### src/hw/rtl/grid_ray_dda_traversal_core_assert.svh
// assertion macros for the rtl files, included by grdda_ctrl.sv
`ifndef GRID_RAY_DDA_TRAVERSAL_CORE_ASSERT_SVH
`define GRID_RAY_DDA_TRAVERSAL_CORE_ASSERT_SVH

// same-cycle implication, sampled on clk, off during reset
`define GRDDA_ASSERT_NOW(lbl, ante, cons, msg) \
  lbl: assert property (@(posedge clk) disable iff (!rst_n) (ante) |-> (cons)) \
    else $error(msg);

// next-cycle implication, sampled on clk, off during reset
`define GRDDA_ASSERT_NEXT(lbl, ante, cons, msg) \
  lbl: assert property (@(posedge clk) disable iff (!rst_n) (ante) |=> (cons)) \
    else $error(msg);

`endif

### src/hw/rtl/grdda_pkg.sv
package grdda_pkg;

  localparam int unsigned CELL_W  = 6;
  localparam int unsigned POS_W   = 22;
  localparam int unsigned DELTA_W = 24;
  localparam int unsigned DIST_W  = 32;
  localparam int unsigned FRAC_W  = 16;
  localparam int unsigned OFF_W   = 23;
  localparam int unsigned PROD_W  = OFF_W + DELTA_W;

  localparam logic [DELTA_W-1:0] DELTA_INF = '1;

  localparam logic ACT_WRITE = 1'b0;
  localparam logic ACT_CAST  = 1'b1;

  localparam logic STAT_WALL = 1'b0;
  localparam logic STAT_MISS = 1'b1;

  localparam logic AXIS_X = 1'b0;
  localparam logic AXIS_Y = 1'b1;

  typedef struct packed {
    logic               action;
    logic [CELL_W-1:0]  cell_x;
    logic [CELL_W-1:0]  cell_y;
    logic               wall;
    logic [POS_W-1:0]   pos_x;
    logic [POS_W-1:0]   pos_y;
    logic               dir_x_negative;
    logic               dir_y_negative;
    logic [DELTA_W-1:0] delta_x;
    logic [DELTA_W-1:0] delta_y;
  } grdda_in_t;

  typedef struct packed {
    logic              status;
    logic              hit_axis;
    logic [CELL_W-1:0] hit_cell_x;
    logic [CELL_W-1:0] hit_cell_y;
    logic [DIST_W-1:0] side_dist_x;
    logic [DIST_W-1:0] side_dist_y;
  } grdda_out_t;

  // controller to datapath
  typedef struct packed {
    logic clear;
    logic write;
    logic load;
    logic offset;
    logic mul_x;
    logic mul_y;
    logic set_y;
    logic step;
    logic check;
    logic finish;
  } grdda_cmd_t;

  // datapath to controller
  typedef struct packed {
    logic clear_last;
    logic start_in_map;
    logic step_out;
    logic wall;
    logic limit;
  } grdda_sts_t;

endpackage

### src/hw/rtl/grdda_ctrl.sv
`include "grid_ray_dda_traversal_core_assert.svh"

module grdda_ctrl (
  input  logic                  clk,
  input  logic                  rst_n,
  input  logic                  in_valid,
  input  logic                  in_action,
  output logic                  in_ready,
  input  logic                  out_ready,
  output logic                  out_valid,
  output grdda_pkg::grdda_cmd_t cmd,
  input  grdda_pkg::grdda_sts_t sts
);

  typedef enum logic [3:0] {
    S_CLEAR,
    S_IDLE,
    S_OFS,
    S_MULX,
    S_MULY,
    S_SETY,
    S_STEP,
    S_CHECK,
    S_DONE
  } state_t;

  state_t state_r;
  logic   out_valid_r;
  logic   accept;

  assign in_ready  = state_r == S_IDLE;
  assign accept    = in_valid && in_ready;
  assign out_valid = out_valid_r;

  always_comb begin
    cmd        = '0;
    cmd.clear  = state_r == S_CLEAR;
    cmd.write  = accept && (in_action == grdda_pkg::ACT_WRITE);
    cmd.load   = accept && (in_action == grdda_pkg::ACT_CAST);
    cmd.offset = state_r == S_OFS;
    cmd.mul_x  = state_r == S_MULX;
    cmd.mul_y  = state_r == S_MULY;
    cmd.set_y  = state_r == S_SETY;
    cmd.step   = state_r == S_STEP;
    cmd.check  = state_r == S_CHECK;
    cmd.finish = (state_r == S_DONE) && (!out_valid_r || out_ready);
  end

  always_ff @(posedge clk) begin
    if (!rst_n) begin
      state_r     <= S_CLEAR;
      out_valid_r <= 1'b0;
    end else begin
      if (cmd.finish) begin
        out_valid_r <= 1'b1;
      end else if (out_valid_r && out_ready) begin
        out_valid_r <= 1'b0;
      end
      unique case (state_r)
        S_CLEAR: begin
          if (sts.clear_last) begin
            state_r <= S_IDLE;
          end
        end
        S_IDLE: begin
          if (cmd.load) begin
            state_r <= S_OFS;
          end
        end
        S_OFS:  state_r <= S_MULX;
        S_MULX: state_r <= S_MULY;
        S_MULY: state_r <= S_SETY;
        S_SETY: begin
          state_r <= sts.start_in_map ? S_STEP : S_DONE;
        end
        S_STEP: begin
          state_r <= sts.step_out ? S_DONE : S_CHECK;
        end
        S_CHECK: begin
          priority if (sts.wall || sts.limit) begin
            state_r <= S_DONE;
          end else begin
            state_r <= S_STEP;
          end
        end
        S_DONE: begin
          if (cmd.finish) begin
            state_r <= S_IDLE;
          end
        end
        default: state_r <= S_IDLE;
      endcase
    end
  end

  `GRDDA_ASSERT_NOW(a_finish_free, cmd.finish, !out_valid_r || out_ready, "result overwritten")
  `GRDDA_ASSERT_NOW(a_step_limit, state_r == S_STEP, !sts.limit, "step past limit")
  `GRDDA_ASSERT_NEXT(a_wall_done, state_r == S_CHECK && sts.wall, state_r == S_DONE, "wall missed")
  `GRDDA_ASSERT_NEXT(a_exit_done, state_r == S_STEP && sts.step_out, state_r == S_DONE, "exit missed")

endmodule

### config.mk
export PLATFORM = sky130hd
export DESIGN_NAME = grdda_ctrl
export DESIGN_NICKNAME = d
export VERILOG_FILES = /design/src/hw/rtl/grdda_pkg.sv /design/src/hw/rtl/grdda_ctrl.sv
export VERILOG_INCLUDE_DIRS = /design/src /design/src/hw/rtl
export SDC_FILE = /design/constraint.sdc
export NUM_CORES = 1
export LEC_CHECK = 0
export ABC_AREA = 1
export ABC_CLOCK_PERIOD_IN_PS = 3100
export BUFFER_PORTS_ARGS = -buffer_cell sky130_fd_sc_hd__buf_2
export CAP_MARGIN = 20
export CORE_AREA = 2 2 39 41
export CTS_BUF_LIST = sky130_fd_sc_hd__clkbuf_8
export DETAILED_ROUTE_END_ITERATION = 8
export DIE_AREA = 0 0 41 43
export SLEW_MARGIN = 30
export SYNTH_ARGS = -nofsm -noshare
export SYNTH_HDL_FRONTEND = slang
export SYNTH_SLANG_ARGS = --single-unit
### constraint.sdc
create_clock -name clk -period 3.1 [get_ports clk]
set_clock_uncertainty 0.15 [all_clocks]
set_input_delay 0.62 -clock clk [delete_from_list [all_inputs] [get_ports clk]]
set_output_delay 0.62 -clock clk [all_outputs]
set_load 0.03 [all_outputs]
==> Word-level counts from Yosys, hierarchy flattened <==
Index checks and enable logic that the tools add are counted.
{ "totals": {"ff_bits": 5, "output_inout_bits": 12} }
{ "classes": {"bitwise_logic": 1, "muxes": 9, "eq_ne": 11, "n_reduce_logical": 11} }
{ "ops": {"columns": ["cell", "count"], "rows": [
  ["$pmux W4 S9", 1],
  ["$mux W4", 6],
  ["$eq A4 B3 Y1 const B", 4],
  ["$eq A4 B2 Y1 const B", 2],
  ["$logic_and A1 B1 Y1", 5],
  ["$eq A4 B1 Y1 const B", 1],
  ["$eq A4 B4 Y1 const B", 1],
  ["$logic_not A4 Y1", 1],
  ["$ne A2 B1 Y1 const B", 2],
  ["$reduce_and A3 Y1", 1],
  ["$logic_or A1 B1 Y1", 2],
  ["$mux W1", 2],
  ["$ne A2 B2 Y1 const B", 1],
  ["$reduce_bool A2 Y1", 1],
  ["$logic_not A1 Y1", 1],
  ["$not A1 Y1", 1]
]} }

==> Depth between registers and ports, before layout <==
Gate-level depths: netlist of the first run.
{ "logic_depth": {"depth_word": 5, "ltp_mapped": 8} }

==> Worst setup path after synthesis of the first run <==
OpenSTA, ideal clock, no wires.
{ "synth_timing": {"kind": "register to output", "from": "register state_r[3]", "to": "output port cmd[7] (netlist bit)", "t_arrival_ns": 1.519, "path_buffers": 0, "path_stages_with_launch": 6, "path_slack_ns": 0.811, "cell_sequence": "dfxtp_1 > inv_2 > nand2_4 > nor2_1 > nand2_1 > nor2_1"} }
{ "synth_rtl": {"columns": ["item", "line", "rtl"], "rows": [
  ["from (decl)", "grdda_ctrl.sv:27", "state_t state_r;"],
  ["from (signal assigned)", "grdda_ctrl.sv:74", "state_r <= sts.start_in_map ? S_STEP : S_DONE;"],
  ["from (signal assigned)", "grdda_ctrl.sv:77", "state_r <= sts.step_out ? S_DONE : S_CHECK;"],
  ["to (decl)", "grdda_ctrl.sv:11", "output grdda_pkg::grdda_cmd_t cmd,"]
]} }

==> results of run 1 <==
logic make-up after synthesis:
kind of cell    Yosys count  synth area share
compound gates            5            0.0640
buf+inv                  14             0.128
flops                     5             0.244
simple gates             50             0.564
synthesized netlist by cell type, types with 2 or more instances:
cell type	instances	share of area
nor2_1	20	0.18
nand2_1	15	0.14
inv_1	8	0.073
inv_2	6	0.055
dfxtp_1	5	0.24
nor2_2	5	0.076
nand3_1	4	0.049
a21oi_1	2	0.024
nand4_1	2	0.030
how the worst max path moves through the flow:
stage                          start      to  slack (ns)
after floorplan           state_r[3]  cmd[7]        0.81
after global placement     out_ready  cmd[0]        1.22
after detailed placement   out_ready  cmd[0]        1.19
after CTS                 state_r[3]  cmd[7]        1.03
after global routing      state_r[3]  cmd[8]        0.92
final                     state_r[3]  cmd[7]        1.05
registers in the layout, summed over array words and instances (netlist names):
name / flops
state_r: 4
out_valid: 1
layer usage:
metal / routed length [um] / up-vias
met2: 495 / 16
met5: 0 / -
met4: 0 / 0
met1: 414 / 212
li1: - / 278
met3: 61 / 0
cell type report:
type | instances | share of cell area
Timing Repair Buffer | 21 | 0.181
Clock inverter | 1 | 0.00647
Multi-Input combinational cell | 55 | 0.444
Clock buffer | 3 | 0.0711
Sequential cell | 5 | 0.172
Tap cell | 16 | 0.0345
Inverter | 14 | 0.0905
power by group through the flow:
stage | Sequential (mW) | Combinational (mW) | Clock, mW
after floorplan | 0.0759 | 0.0726 | 0
after global placement | 0.0772 | 0.0982 | 0
after detailed placement | 0.0774 | 0.0988 | 0
after CTS | 0.0764 | 0.0991 | 0.119
after global routing | 0.0773 | 0.110 | 0.123
final | 0.0765 | 0.0981 | 0.115
worst reg2reg max path: stages, from the launching register on:
cell     delay [ns]
dfxtp_1        0.40
inv_2          0.07
nor2_2         0.15
nand2_1        0.07
a21oi_1        0.14
nor2_2         0.07
nand2_1        0.08
nor2_2         0.03
==> metrics.txt, run 1 <==
Slew headroom 0.839; multi-input combinational cell area 258 sq um; unrepaired setup endpoints after global routing false; R2R cell count 7; final setup violation count 0; DP Worst Slack 1.19 ns; final hold vios 0; FF-to-FF End state_r[1]; synth warn 0; FF+latch area 100 sq um; met1 GRT Util 0.141; # diodes 0; Setup TNS 0 ns; synthesized area 410 sq um; internal power 0.186 mW; RePlAce Congestion 0.746; final wirelength 972 um; initial antenna violation count 0; GR Util met2 0.197; pwr/cell area 499 nW/um^2; setup bufs post-CTS 0; Worst Max-Slew Pin Slew 0.242 ns; DP Area 536 sq um; Yosys reg bits 5; Worst Hold Launch out_valid; critical path launch point type flip-flop; initial detailed-routing violation count 6; Async SR Flop Fraction 0; Area Growth Syn to Fin 41.5%; Synth cell types 16; MaxCap Viol Count 0; hold path depth 4; CTS hold repair buffers 0; Total Power 0.290 mW; NetSw 0.104 mW; hold slack 0.425 ns; Worst VDD drop 0.000180 V; CP max-delay cell dfxtp_1; DRT Pass-1 Iters 4; clock root cell clkbuf_8; Buf/Inv on CP 2; Filler cells 163; CP peak stage delay 0.36 ns; dominant synthesized flop cell dfxtp_1; post_cts resized 0; grt met3 use 0.0157; H-tree depth 1; vias in the first global route 410; TritonCTS buffer count 3; DP Cell Count 111; CP endpoint kind primary output; final core utilization 0.420; gr usage total 0.122; share of cells above drive strength 1 0.384; clock-pin slew on the worst setup and hold paths 0.03 ns; largest net degree at the start of global routing 7; non-filler cells, final 115; post-synthesis area per instance 5.55 sq um; Max clock buf depth 2; WHS Endpoint out_valid; Initial Utilization 0.297; CP Cell Sequence inv_2 -> nand2_4 -> nor2_1 -> nand2_1 -> nor2_1 -> buf_2; die height 43 um; global-route wire length before repair 1470 um; WP depth 6; clock latency on the worst-skew pair 0.22 ns; Layout Nets 110; dpl hpwl 830 um; WL/cell 8.45 um; Hold Path Class flip-flop to flip-flop; Reg2Reg Launch Point state_r[0]; Slew Limit Fails 0; delay-heaviest family, CP simple AND/OR/NAND/NOR gates; switch share 0.359; Port Buffers 21; FP Rows 14; routed vias 506; register-to-register setup slack 1.83 ns; commonest non-fill, non-tap cell in the layout buf_2; I/O pins 22; setup ws final 1.05 ns; Die ar. 1760 sq um; sequential fraction of design power 0.264; max frequency 489 MHz; TritonCTS clock tree done; GR peak layer met2; outcome finished, final reports clean; Detail Route Antenna Nets 0; grt total ovfl 0; most frequent cells in the layout buf_2 (21), nor2_1 (20), nand2_1 (15); Post-synth EDFFs 0; cell mode on critical path nor2_1; DRC Markers 0; Logic pwr share 0.338; Final Cycle Share 0.660; maximum fanout along the worst path 6; sequential-to-total area share from yosys stat 0.244; Final min period 2.05 ns; Setup CP Type flip-flop to primary output; syn nets 84; # clock sinks 5; leak pwr 0.344 nW; Die Wd 41 um; clock power share 0.398; core area 1380 sq um; Post-Syn Instances 74; Worst EP arrival 1.28 ns; final std cell area, no fill 581 sq um; WP data required 2.33 ns; vias per cell 4.40
No activity file was read; power rests on OpenSTA's default activity.
==> inputs of run 2 (changes only) <==
ABC_CLOCK_PERIOD_IN_PS = 1800   (was 3100)
clock period = 1.8 ns   (was 3.1 ns; I/O delays follow)
==> metrics.txt, run 2 (synthesis results as in run 1) <==
gr usage total 0.140 (was 0.122); Slew headroom 0.866 (was 0.839); I/O pins 22 (unchanged); DP Cell Count 111 (unchanged); non-filler cells, final 115 (unchanged); post_cts resized 0 (unchanged); R2R cell count 6 (was 7); initial antenna violation count 0 (unchanged); TritonCTS buffer count 3 (unchanged); DP Area 538 sq um (was 536 sq um); clock root cell clkbuf_8 (unchanged); RePlAce Congestion 0.745 (was 0.746); WL/cell 8.47 um (was 8.45 um); clock latency on the worst-skew pair 0.22 ns (about the same); setup bufs post-CTS 0 (unchanged); most frequent cells in the layout nor2_1 (19), buf_2 (19), nand2_1 (15) (was buf_2 (21), nor2_1 (20), nand2_1 (15)); Worst VDD drop 0.000293 V (was 0.000180 V); Die Wd 41 um (unchanged); global-route wire length before repair 1610 um (was 1470 um); # diodes 0 (unchanged); Area Growth Syn to Fin 43.6% (was 41.5%); max reg flops 4 (unchanged); setup ws final 0.0921 ns (was 1.05 ns); core area 1380 sq um (unchanged); DRC Markers 0 (unchanged); Filler cells 152 (was 163); MaxCap Viol Count 0 (unchanged); Worst Hold Launch rst_n (was out_valid); Reg2Reg Launch Point state_r[1] (was state_r[0]); Worst EP arrival 1.20 ns (was 1.28 ns); final std cell area, no fill 589 sq um (was 581 sq um); Worst Max-Slew Pin Slew 0.201 ns (was 0.242 ns); largest net degree at the start of global routing 7 (unchanged); maximum fanout along the worst path 5 (was 6); H-tree depth 1 (unchanged); Layout Nets 110 (unchanged); DP Worst Slack 0.297 ns (was 1.19 ns); Final min period 1.71 ns; routed vias 502 (was 506); initial detailed-routing violation count 6 (unchanged); register-to-register setup slack 0.55 ns (was 1.83 ns); Total Power 0.508 mW (was 0.290 mW); Setup TNS 0 ns (unchanged); critical path launch point type flip-flop (unchanged); Slew Limit Fails 0 (unchanged); CTS hold repair buffers 0 (unchanged); max frequency 586 MHz; final hold vios 0 (unchanged); WP data required 1.29 ns (was 2.33 ns); pwr/cell area 861 nW/um^2 (was 499 nW/um^2); WHS Endpoint state_r[0] (was out_valid); TritonCTS clock tree done (unchanged); vias per cell 4.37 (was 4.40); Final Cycle Share 0.949; final wirelength 974 um (was 972 um); vias in the first global route 424 (was 410); outcome finished, final reports clean (unchanged); clock-pin slew on the worst setup and hold paths 0.04 ns (was 0.03 ns); grt total ovfl 0 (unchanged); Initial Utilization 0.297 (unchanged); final setup violation count 0 (unchanged); Setup CP Type flip-flop to primary output (unchanged); leak pwr 0.345 nW (was 0.344 nW); Biggest register state_r (unchanged); Port Buffers 21 (unchanged); die height 43 um (unchanged); Hold Path Class input pin to flip-flop (was flip-flop to flip-flop); # clock sinks 5 (unchanged); Die ar. 1760 sq um (unchanged); dpl hpwl 824 um (was 830 um); Max clock buf depth 2 (unchanged); DRT Pass-1 Iters 3 (was 4); hold path depth 3 (was 4); Detail Route Antenna Nets 0 (unchanged); unrepaired setup endpoints after global routing true (was false); CP endpoint kind primary output (unchanged); FP Rows 14 (unchanged); FF-to-FF End state_r[1] (unchanged); share of cells above drive strength 1 0.404 (was 0.384)
==> run 2: worst max-delay path by stage <==
stage                     from      to  slack, ns  cells past startpoint
floorplan           state_r[3]  cmd[7]      -0.04                      5
global placement    state_r[1]  cmd[0]       0.32                      4
detailed placement  state_r[3]  cmd[7]       0.30                      6
CTS                 state_r[3]  cmd[7]       0.05                      6
global route        state_r[1]  cmd[7]      -0.01                      6
finish              state_r[1]  cmd[0]       0.09                      4
==> run 2: worst max-delay path, cell delays in order (launching register included) <==
cell and delay, ns:
dfxtp_1 0.35, nor2_1 0.21, nand3_1 0.09, nor2_1 0.12, buf_2 0.21
==> run 2: layer usage <==
metal,wire length (um),vias to the layer above,GRT usage
met4,12,0,0.120
met2,470,12,0.191
met1,453,208,0.175
met3,37,2,0.0314
li1,-,280,-
met5,0,-,0
==> run 2: where the power goes <==
part	leakage [nW]	switching, mW	internal [mW]
clock network	0.0269	0.0570	0.146
registers	0.0412	0.0108	0.120
logic	0.276	0.117	0.0568
==> run 2: final cells by class <==
class                   instances  area, sq um  share of cell area
well taps                      16         20.0              0.0340
clock inverters                 1         3.75             0.00637
repair buffers                 21          110               0.187
clock buffers                   3         41.3              0.0701
flip-flops and latches          5          101               0.172
inverters                      14         52.6              0.0892
multi-input cells              55          260               0.442
==> run 2: stage by stage <==
| stage | hold WS, ns | util |
|---|---|---|
| after floorplan | 0.355 | - |
| after global placement | 0.428 | 0.389 |
| after detailed placement | 0.430 | 0.389 |
| after CTS | 0.262 | 0.421 |
| after global routing | 0.279 | 0.426 |
| final | 0.257 | 0.426 |
